### config.mk
export PLATFORM = sky130hd
export DESIGN_NAME = ordered_list_append_delete_search_unit
export DESIGN_NICKNAME = d
export VERILOG_FILES = /design/src/sv/olads_pkg.sv /design/src/sv/ordered_list_append_delete_search_unit.sv /design/src/sv/olads_ctrl.sv /design/src/sv/olads_datapath.sv
export SDC_FILE = /design/constraint.sdc
export NUM_CORES = 2
export LEC_CHECK = 0
export BUFFER_PORTS_ARGS = -buffer_cell sky130_fd_sc_hd__buf_2
export CAP_MARGIN = 0
export CORE_MARGIN = 2
export CORE_UTILIZATION = 45
export CTS_CLUSTER_DIAMETER = 80
export CTS_CLUSTER_SIZE = 40
export DETAILED_ROUTE_END_ITERATION = 10
export HOLD_SLACK_MARGIN = 0.06
export PLACE_DENSITY = 0.62
export SLEW_MARGIN = 20
export SYNTH_ARGS = -nofsm -noshare
export SYNTH_HDL_FRONTEND = slang
export SYNTH_SLANG_ARGS = --single-unit
export TNS_END_PERCENT = 1
### constraint.sdc
create_clock -name i_clk -period 5.8 [get_ports i_clk]
set_input_delay 0.58 -clock i_clk [delete_from_list [all_inputs] [get_ports i_clk]]
set_output_delay 0.58 -clock i_clk [all_outputs]
set_load 0.005 [all_outputs]
### src/sv/olads_pkg.sv
// ----------------------------------------------------------------------------
// olads_pkg: shared types for the ordered list unit
// Request kinds, result status codes and the command and status groups
// that pass between the list controller and the list datapath.
// ----------------------------------------------------------------------------
`default_nettype none

package olads_pkg;

    // Request kinds as carried on the kind field. Code 3 is unused.
    localparam logic [1:0] KIND_APPEND = 2'd0;
    localparam logic [1:0] KIND_DELETE = 2'd1;
    localparam logic [1:0] KIND_SEARCH = 2'd2;

    // Result status codes.
    typedef enum logic [1:0] {
        ST_DONE      = 2'd0,
        ST_NOT_FOUND = 2'd1,
        ST_FULL      = 2'd2,
        ST_EMPTY     = 2'd3
    } t_status;

    // Commands from the controller to the datapath.
    typedef struct packed {
        logic    accept;       // latch the incoming request
        logic    append_wr;    // write the incoming value at the tail
        logic    scan_start;   // rewind the walk pointer to the head
        logic    scan_step;    // issue the next read of the walk
        logic    shift_step;   // move the entry just read one place forward
        logic    del_commit;   // one entry fewer at the end of a delete
        logic    res_we;       // capture a result status
        t_status res_status;
        logic    res_take_idx; // position is the index of the entry just compared
        logic    load_out;     // move the finished result to the output register
    } t_cmd;

    // Status from the datapath to the controller.
    typedef struct packed {
        logic [1:0] in_kind;    // kind field of the request being offered
        logic       is_delete;  // latched request is a delete
        logic       list_empty;
        logic       list_full;
        logic       hit;        // entry just read equals the requested value
        logic       miss_end;   // last entry read and it does not match
        logic       shift_end;  // no entries left to read during the shift
        logic       out_free;   // output register can take a result now
    } t_stat;

endpackage

`default_nettype wire

### src/sv/ordered_list_append_delete_search_unit.sv
// ----------------------------------------------------------------------------
// ordered_list_append_delete_search_unit: ordered list of 32-bit values
// Keeps up to CAPACITY signed values in insertion order. Append adds at the
// tail, delete removes the first match and closes the gap, search reports
// the index of the first match. Every request returns one result.
// ----------------------------------------------------------------------------
//
//   Channel   Direction  Handshake          Payload
//   request   in         i_valid / o_ready  i_kind, i_value
//   result    out        o_valid / i_ready  o_status, o_position, o_entry_count
//
// An append, a refused request or one on an empty list skips the walk; a
// search walks the entries up to the first match, and a delete walks to the
// match and then shifts the later entries one place forward:
// the single read port visits one entry per cycle in the walk and the shift.
// Reset clears the count; the entry memory needs no clearing pass.
// A held result does not block the next request; only the hand-over of a
// second result waits until the first is taken.
`default_nettype none

module ordered_list_append_delete_search_unit #(
    parameter int CAPACITY = 64
) (
    input  wire logic               i_clk,
    input  wire logic               i_rst_n,
    input  wire logic               i_valid,
    output logic                    o_ready,
    input  wire logic [1:0]         i_kind,
    input  wire logic signed [31:0] i_value,
    output logic                    o_valid,
    input  wire logic               i_ready,
    output logic [1:0]              o_status,
    output logic [5:0]              o_position,
    output logic [6:0]              o_entry_count
);
    import olads_pkg::*;

    t_cmd  cmd;
    t_stat stat;

    // Request sequencer.
    olads_ctrl u_ctrl (
        .i_clk   (i_clk),
        .i_rst_n (i_rst_n),
        .i_valid (i_valid),
        .o_ready (o_ready),
        .i_stat  (stat),
        .o_cmd   (cmd)
    );

    // Entry store, walk and result registers.
    olads_datapath #(
        .CAPACITY (CAPACITY)
    ) u_datapath (
        .i_clk         (i_clk),
        .i_rst_n       (i_rst_n),
        .i_kind        (i_kind),
        .i_value       (i_value),
        .i_cmd         (cmd),
        .o_stat        (stat),
        .o_valid       (o_valid),
        .i_ready       (i_ready),
        .o_status      (o_status),
        .o_position    (o_position),
        .o_entry_count (o_entry_count)
    );

endmodule

`default_nettype wire

### src/sv/olads_ctrl.sv
// ----------------------------------------------------------------------------
// olads_ctrl: request sequencer for the ordered list unit
// Accepts one request at a time, steps the datapath through the walk and
// the shift, and hands the finished result to the output register.
// ----------------------------------------------------------------------------
`default_nettype none

module olads_ctrl (
    input  wire logic           i_clk,
    input  wire logic           i_rst_n,
    input  wire logic           i_valid,
    output logic                o_ready,
    input  wire olads_pkg::t_stat i_stat,
    output olads_pkg::t_cmd     o_cmd
);
    import olads_pkg::*;

    typedef enum logic [1:0] {
        S_IDLE,
        S_SCAN,
        S_SHIFT,
        S_FINISH
    } t_state;

    t_state r_state;
    t_state n_state;

    assign o_ready = (r_state == S_IDLE);

    // Next state and datapath commands.
    always_comb begin
        n_state = r_state;
        o_cmd   = '0;
        unique case (r_state)
            S_IDLE: begin
                if (i_valid) begin
                    o_cmd.accept = 1'b1;
                    o_cmd.res_we = 1'b1;
                    n_state      = S_FINISH;
                    unique case (i_stat.in_kind) inside
                        KIND_APPEND: begin
                            if (i_stat.list_full) begin
                                o_cmd.res_status = ST_FULL;
                            end else begin
                                o_cmd.append_wr  = 1'b1;
                                o_cmd.res_status = ST_DONE;
                            end
                        end
                        KIND_DELETE, KIND_SEARCH: begin
                            if (i_stat.list_empty) begin
                                o_cmd.res_status = ST_EMPTY;
                            end else begin
                                o_cmd.res_we     = 1'b0;
                                o_cmd.scan_start = 1'b1;
                                n_state          = S_SCAN;
                            end
                        end
                        default: begin
                            o_cmd.res_status = ST_NOT_FOUND;
                        end
                    endcase
                end
            end
            S_SCAN: begin
                o_cmd.scan_step = 1'b1;
                if (i_stat.hit) begin
                    o_cmd.res_we       = 1'b1;
                    o_cmd.res_status   = ST_DONE;
                    o_cmd.res_take_idx = 1'b1;
                    n_state            = i_stat.is_delete ? S_SHIFT : S_FINISH;
                end else if (i_stat.miss_end) begin
                    o_cmd.res_we     = 1'b1;
                    o_cmd.res_status = ST_NOT_FOUND;
                    n_state          = S_FINISH;
                end
            end
            S_SHIFT: begin
                o_cmd.shift_step = 1'b1;
                if (i_stat.shift_end) begin
                    o_cmd.del_commit = 1'b1;
                    n_state          = S_FINISH;
                end
            end
            S_FINISH: begin
                if (i_stat.out_free) begin
                    o_cmd.load_out = 1'b1;
                    n_state        = S_IDLE;
                end
            end
            default: begin
                n_state = S_IDLE;
            end
        endcase
    end

    // State register.
    always_ff @(posedge i_clk) begin
        if (!i_rst_n) begin
            r_state <= S_IDLE;
        end else begin
            r_state <= n_state;
        end
    end

endmodule

`default_nettype wire

### src/sv/olads_datapath.sv
// ----------------------------------------------------------------------------
// olads_datapath: entry store and walk logic for the ordered list unit
// Holds the entries in a single-port-write, single-port-read memory, walks
// them one per cycle to find a match, closes the gap after a delete and
// keeps the result and output registers.
// ----------------------------------------------------------------------------
`default_nettype none

module olads_datapath #(
    parameter int CAPACITY = 64
) (
    input  wire logic               i_clk,
    input  wire logic               i_rst_n,
    input  wire logic [1:0]         i_kind,
    input  wire logic signed [31:0] i_value,
    input  wire olads_pkg::t_cmd    i_cmd,
    output olads_pkg::t_stat        o_stat,
    output logic                    o_valid,
    input  wire logic               i_ready,
    output logic [1:0]              o_status,
    output logic [5:0]              o_position,
    output logic [6:0]              o_entry_count
);
    import olads_pkg::*;

    localparam int AW = (CAPACITY > 1) ? $clog2(CAPACITY) : 1;
    localparam int CW = $clog2(CAPACITY + 1);
    localparam logic [CW-1:0] CAP_C = CW'(CAPACITY);

    logic [31:0]    r_mem [CAPACITY];
    logic [31:0]    r_rd_data;
    logic [CW-1:0]  r_count;
    logic [CW-1:0]  r_ptr;
    logic [AW-1:0]  r_rd_idx;
    logic           r_rd_vld;
    logic [31:0]    r_value;
    logic           r_is_delete;
    t_status        r_res_status;
    logic [5:0]     r_res_pos;
    logic           r_out_vld;
    logic [1:0]     r_out_status;
    logic [5:0]     r_out_pos;
    logic [6:0]     r_out_count;

    logic           rd_en;
    logic           match;
    logic           wr_en;
    logic [AW-1:0]  wr_addr;
    logic [31:0]    wr_data;

    // A read is issued while the walk pointer is below the count.
    assign rd_en = (i_cmd.scan_step || i_cmd.shift_step) && (r_ptr < r_count);
    assign match = (r_rd_data == r_value);

    // Writes come from an append at the tail or from the gap-closing shift.
    always_comb begin
        wr_en   = 1'b0;
        wr_addr = r_count[AW-1:0];
        wr_data = i_value;
        if (i_cmd.append_wr) begin
            wr_en = 1'b1;
        end else if (i_cmd.shift_step && r_rd_vld) begin
            wr_en   = 1'b1;
            wr_addr = r_rd_idx - AW'(1);
            wr_data = r_rd_data;
        end
    end

    // Entry memory with registered read data.
    always_ff @(posedge i_clk) begin
        if (wr_en) begin
            r_mem[wr_addr] <= wr_data;
        end
        if (rd_en) begin
            r_rd_data <= r_mem[r_ptr[AW-1:0]];
        end
    end

    // Count, walk pointer and read tracking.
    always_ff @(posedge i_clk) begin
        if (!i_rst_n) begin
            r_count  <= '0;
            r_ptr    <= '0;
            r_rd_vld <= 1'b0;
        end else begin
            if (i_cmd.append_wr) begin
                r_count <= r_count + CW'(1);
            end else if (i_cmd.del_commit) begin
                r_count <= r_count - CW'(1);
            end
            if (i_cmd.scan_start) begin
                r_ptr    <= '0;
                r_rd_vld <= 1'b0;
            end else if (i_cmd.scan_step || i_cmd.shift_step) begin
                r_rd_vld <= rd_en;
                if (rd_en) begin
                    r_ptr <= r_ptr + CW'(1);
                end
            end
        end
    end

    // Request capture and read index tag.
    always_ff @(posedge i_clk) begin
        if (i_cmd.accept) begin
            r_value     <= i_value;
            r_is_delete <= (i_kind == KIND_DELETE);
        end
        if (rd_en) begin
            r_rd_idx <= r_ptr[AW-1:0];
        end
        if (i_cmd.res_we) begin
            r_res_status <= i_cmd.res_status;
            r_res_pos    <= i_cmd.res_take_idx ? 6'(r_rd_idx) : 6'd0;
        end
    end

    // Output register; a result waits here until it is taken.
    always_ff @(posedge i_clk) begin
        if (!i_rst_n) begin
            r_out_vld <= 1'b0;
        end else if (i_cmd.load_out) begin
            r_out_vld <= 1'b1;
        end else if (i_ready) begin
            r_out_vld <= 1'b0;
        end
    end

    always_ff @(posedge i_clk) begin
        if (i_cmd.load_out) begin
            r_out_status <= r_res_status;
            r_out_pos    <= r_res_pos;
            r_out_count  <= 7'(r_count);
        end
    end

    // Status toward the controller.
    always_comb begin
        o_stat.in_kind    = i_kind;
        o_stat.is_delete  = r_is_delete;
        o_stat.list_empty = (r_count == '0);
        o_stat.list_full  = (r_count >= CAP_C);
        o_stat.hit        = r_rd_vld && match;
        o_stat.miss_end   = r_rd_vld && !match && (r_ptr >= r_count);
        o_stat.shift_end  = (r_ptr >= r_count);
        o_stat.out_free   = !r_out_vld || i_ready;
    end

    assign o_valid       = r_out_vld;
    assign o_status      = r_out_status;
    assign o_position    = r_out_pos;
    assign o_entry_count = r_out_count;

endmodule

`default_nettype wire
; ---- Word level (Yosys, flattened, before mapping)
; Memories as Yosys holds them, arrays and structs flattened. A register that Yosys moved wholly into a read port is not among the register bits.
; Index checks and enable logic that the tools add are counted.
[word_totals]
register_bits = 80
ramBits = 2048
output_inout_bits = 17
wordCells = 93
mem_count = 1
[mem_list]
columns = name, depth, word_bits, read_ports, rd_clocked_by_memory_dff, wr, line
row1 = u_datapath.r_mem, 64, 32, 1, 1, 1, olads_datapath.sv:30  ; logic [31:0] r_mem [CAPACITY];
[classes]
addsub = 4
n_lt_le_gt_ge = 3
n_eq_ne = 10
n_mux = 43
bitwise_logic = 1
n_reduce_logical = 18
[op_table]
columns = cell, count
row1 = two-way mux 32 bit, 2
row2 = == test 32 bit, 1
row3 = two-way mux 2 bit, 10
row4 = two-way mux 1 bit, 19
row5 = two-way mux 3 bit, 5
row6 = adder 7 x 1 -> 7 bit (second input constant), 2
row7 = two-way mux 7 bit, 2
row8 = two-way mux 6 bit, 2
row9 = case mux 2 bit (4 select lines), 1
row10 = >= comparator 7 bit, 1
row11 = >= comparator 7 bit (second input constant), 1
row12 = logical NOT 7 bit, 1
row13 = < comparator 7 bit, 1
row14 = subtractor 7 x 1 -> 7 bit (second input constant), 1
row15 = == test 2 bit (second input constant), 3
row16 = != test 2 bit (second input constant), 3
row17 = case mux 3 bit (2 select lines), 1
row18 = subtractor 6 x 1 -> 6 bit (second input constant), 1
row19 = logical AND 1 bit, 5
row20 = == test 2 x 1 -> 1 bit (second input constant), 2
row21 = logical NOT 2 bit, 2
row22 = case mux 2 bit (2 select lines), 1
row23 = AND reduction 4 bit, 1
row24 = nonzero test 2 bit, 2
row25 = 6 further kinds, 9

; ---- Longest topological paths before layout
[depth]
word_depth = 8
depth_mapped = 12
ltp_nobuf = 10

; ---- Cells and area by module
; A second synthesis with hierarchy kept.
[unflattened]
cells_unflattened = 3776
area_unflattened_um2 = 82924.5
[modules_own_cells]
columns = module, instances, cells_each, area_per_inst_um2, seq_area_each_um2
row1 = olads_datapath, 1, 3733, 82593.0, 64642.0
row2 = olads_ctrl, 1, 43, 331.6, 40.0

; ---- Worst setup path before layout
; OpenSTA, ideal clock, no wires.
[synth_path]
kind = input port to flip-flop
start = input i_kind[1]
end = memory u_datapath.r_mem[15][0] (enable)
arrival_ns = 3.674
required_time_ns = 5.379
path_slack_ns = 1.705
stages = 9
cell_sequence = inv_1 ha_1 nand4b_1 and3_1 buf_2 clkbuf_1 a21oi_1 nand2_1 nor2_1
[synth_between]
elab_chain_cells = 7
word_cells_on_any_way = 8
cone_classes = mux: 7 / reduce/logical: 1
[synth_lines]
columns = item, line
row1 = "start, declared", ordered_list_append_delete_search_unit.sv:28  ; input wire logic [1:0] i_kind,
row2 = logical NOT 2 bit (no source line) (*), --
row3 = two-way mux 1 bit (*), olads_ctrl.sv:40  ; unique case (i_stat.in_kind) inside
row4 = two-way mux 3 bit (*), olads_ctrl.sv:36  ; if (i_valid) begin
row5 = two-way mux 3 bit (*), olads_ctrl.sv:34  ; unique case (r_state)
row6 = two-way mux 1 bit, olads_datapath.sv:60  ; if (i_cmd.append_wr) begin
row7 = two-way mux 1 bit, olads_datapath.sv:71  ; if (wr_en) begin
row8 = two-way mux 1 bit (implied by the code), olads_datapath.sv:72  ; r_mem[wr_addr] <= wr_data;
row9 = "end, declared", olads_datapath.sv:30
; Every way passes the cells marked *; elsewhere a longest branch is shown, timed or not.

; ---- Worst setup path after layout
[layout_path]
start = register u_ctrl.r_state[0]
end = memory u_datapath.r_mem[60][8] (enable)
[layout_between]
elab_chain_cells = 7
word_cells_on_any_way = 11
cone_classes = eq/ne: 1 / mux: 8 / reduce/logical: 2
[layout_lines]
columns = item, line
row1 = "start, declared", olads_ctrl.sv:25  ; t_state r_state;
row2 = "start signal, assigned", olads_ctrl.sv:101  ; r_state <= n_state;
row3 = == test 2 bit, olads_ctrl.sv:34
row4 = two-way mux 2 bit, olads_ctrl.sv:34
row5 = logical AND 1 bit, olads_datapath.sv:62  ; end else if (i_cmd.shift_step && r_rd_vld) begin
row6 = two-way mux 1 bit, olads_datapath.sv:62
row7 = two-way mux 1 bit, olads_datapath.sv:60
row8 = two-way mux 1 bit, olads_datapath.sv:71
row9 = two-way mux 1 bit (implied by the code), olads_datapath.sv:72
; Parallel ways exist; a longest one is shown, timed or not.

==> out/metrics.yaml <==
sta:
  fmax_ghz: 0.2483
  slew_headroom: 0.2667
  rsz0062_at_grt: "false"
  maxSlewViolCount: 0
  fin_skew_ps: 57.72
  finalHoldViolations: 0
  tns_ps: 0
  tightestPinTransition_ps: 1097
  layout_min_cycle_time_ps: 4027
  finalSetupViolCount: 0
  finalCritPeriodShare: 0.6943
layout:
  num-fill-cells: 14240
  area_growth_pct: 10.86
  nNetsFinal: 3704
  drive_gt1_frac: 0.3093
synth:
  synth.area.top_cells: "edfxtp_1 78%, mux4_2 17%, mux2_2 0.48%, nor2_1 0.45%, xnor2_1 0.44%"
  syn_area_per_cell_um2: 24.06
  synth_largest_area_cell: "edfxtp_1"
  synth_nets: 3505
  synth_top_cell_area_share: 0.7759
  ys_warn_count: 0
  ys_top_cells_by_count: "2142 x edfxtp_1, 630 x mux4_2, 100 x nor2_1"
  yosysMostFrequentCell: "edfxtp_1"
  synth_seq_area_share: 0.7803
  syn_area_mm2: 0.08290
  synthCells: 3445
  ys_ff_latch: 2160
  synth-async-reset-ratio: 0
  synth-edff-count: 2142
  ys.flop_type: "edfxtp_1"
  netlist-cell-type-count: 48
clocking:
  cts_hold_buf: 32
  htree_levels: 3
  cts_buffer_depth: 3
  clock_latency_ps: 790
  root_buffer: "clkbuf_16"
  cts_setup_buffers: 0
  cts.clk_slew.worst_paths_ps: 110
  cts_resized: 0
  cts_tree: "done"
  numCtsBuffers: 101
  cts.sinks: 2160
drt:
  wl_per_cell_um: 32.16
  met1_length_um: 84740
  drtIter0Drc: 5174
  met2_length_um: 94840
  routed-via-count: 37560
  routed.top_layer: "met4"
  ant_nets: 0
  vias_per_cell: 6.062
  routed_wl_um: 199200
  dr_wl_met3_um: 15230
  drt_pass1_iterations: 8
  drc: 0
floorplan:
  die_h_um: 433.2
  num_rows: 157
  boundaryPins: 55
  initial_core_util: 0.4528
  die_area_mm2: 0.1877
  die_w_um: 433.2
  coreArea_mm2: 0.1831
setup_path:
  worstSetupStartpointType: "flop"
  worstPathArrival_ps: 4410
  crit_path_start: "u_ctrl.r_state[0]$_SDFFE_PN0P_"
  cp-end-kind: "flop"
  cp.required_ps: 6180
  r2r_slack_ps: 1770
  cp_max_fo: 32
  cpMostUsedCell: "buf_4"
  slowest_delay_ps: 670
  crit_chain: "inv_1, ha_1, nand4b_1, buf_4, and3_2, nand2_1, o32ai_1, nand2_1, buf_4, nor2_4, buf_4"
  slowest_stage: "nand2_1"
  crit_type: "reg -> reg"
  critical_path.reg2reg.startpoint: "u_ctrl.r_state[0]$_SDFFE_PN0P_"
power:
  total_power_mw: 32.80
  leakage_nw: 27.00
  powerDensity_mw_per_mm2: 356.9
  ir_drop_uv: 229.4
global_routing:
  antenna_found_initial: 9
  gr-total-overflow: 0
  grt_pass1_vias: 36780
  grt_pass1_wl_um: 283500
  grtUsageTotal: 0.2138
  grt_max_degree: 92
hold_path:
  hp-class: "in -> reg"
  min_from: "i_value[30]"
placement:
  dp_hpwl_um: 121700
  port_buffers: 54
  gp_congestion: 0.8240
job:
  maxCapViolations: 0
outcome:
  status: "finished clean"
## area by class of cell
type	instances	area [um^2]	area share
Timing Repair Buffer	260	2197	0.02391
Tap cell	2464	3083	0.03355
Sequential cell	2160	64700	0.7040
Clock inverter	86	1434	0.01560
Inverter	22	82.58	0.0008985
Clock buffer	104	2581	0.02809
Antenna cell	1	2.502	0.00002723
Multi-Input combinational cell	1099	17830	0.1940
## registers in the layout, indices dropped and copies added, names as in the netlist, 6 cells and up
signal / cells
u_datapath.o_entry_count: 7
u_datapath.o_position: 6
u_datapath.r_count: 7
u_datapath.r_mem: 2048
u_datapath.r_ptr: 7
u_datapath.r_rd_data: 32
u_datapath.r_rd_idx: 6
u_datapath.r_res_pos: 6
u_datapath.r_value: 32
## power by group
group	switching [mW]	total [mW]	internal, mW
clock	5.58	9.57	3.99
sequential	0.354	18.2	17.8
combinational	2.96	5.06	2.10
## worst max-delay path: cells and delay by family (launching register included)
kind | cells | cell delay (ps)
flops | 1 | 440
fa+ha+maj | 1 | 280
buf+inv | 4 | 1230
simple gates | 5 | 1410
compound gates | 1 | 240
## metrics by stage
step	setup WS [ps]	std cells	hold WS [ps]	instance area [um^2]	utilization
finish	1773	6196	138.4	91900	0.5020
global route	1648	6195	86.72	91900	0.5020
CTS	1860	6195	83.90	91900	0.5020
detailed placement	1717	5973	409.3	87560	0.4783
global placement	1813	5973	403.1	87560	0.4783
floorplan	1705	3445	400.3	82900	-
## cells in the final DEF, fill, tap and decap left out, drive strengths merged, types with 5 or more instances in the layout
cell	Yosys	final
nand2b	6	6
clkbuf	64	104
mux2	35	35
nand2	50	50
a21o	6	6
o22ai	22	22
ha	21	21
a211oi	13	13
nor3b	6	6
dlygate4sd3	0	32
clkinv	1	30
xnor2	42	42
nor2b	16	16
a21oi	25	25
a22oi	39	39
nor3	14	14
buf	100	228
and2	5	5
nor4	5	5
dfxtp	18	18
mux4	630	630
inv	21	68
mux2i	17	17
edfxtp	2142	2142
o21ai	7	7
nor2	100	100
nand4	11	11
bufinv	0	6
## final timing paths
| kind | to | depth (start not counted) |
|---|---|---|
| worst max-delay path | u_datapath.r_mem[60][8]$_DFFE_PP_ | 11 |
| worst min register to register | u_datapath.o_status[1]$_DFFE_PP_ | 0 |
| worst min-delay path | u_datapath.r_value[30]$_DFFE_PP_ | 1 |
| worst max register to register | u_datapath.r_mem[60][8]$_DFFE_PP_ | 11 |
## cells by family after synthesis
group,Yosys count,synth area share
AO/OA/AOI/OAI,126,0.01035
AND/OR/NAND/NOR,223,0.01215
XOR/XNOR,46,0.004860
buffers and inverters,186,0.01100
adder cells (fa/ha/maj),22,0.003411
multiplexers,682,0.1780
flip-flops,2160,0.7803
## metal layers
layer,up-vias,global-route usage
met3,177,0.02707
met5,-,0
met4,0,0.05158
met1,20640,0.3247
li1,15150,-
met2,1599,0.3328
(Power assumes the default switching activity.)
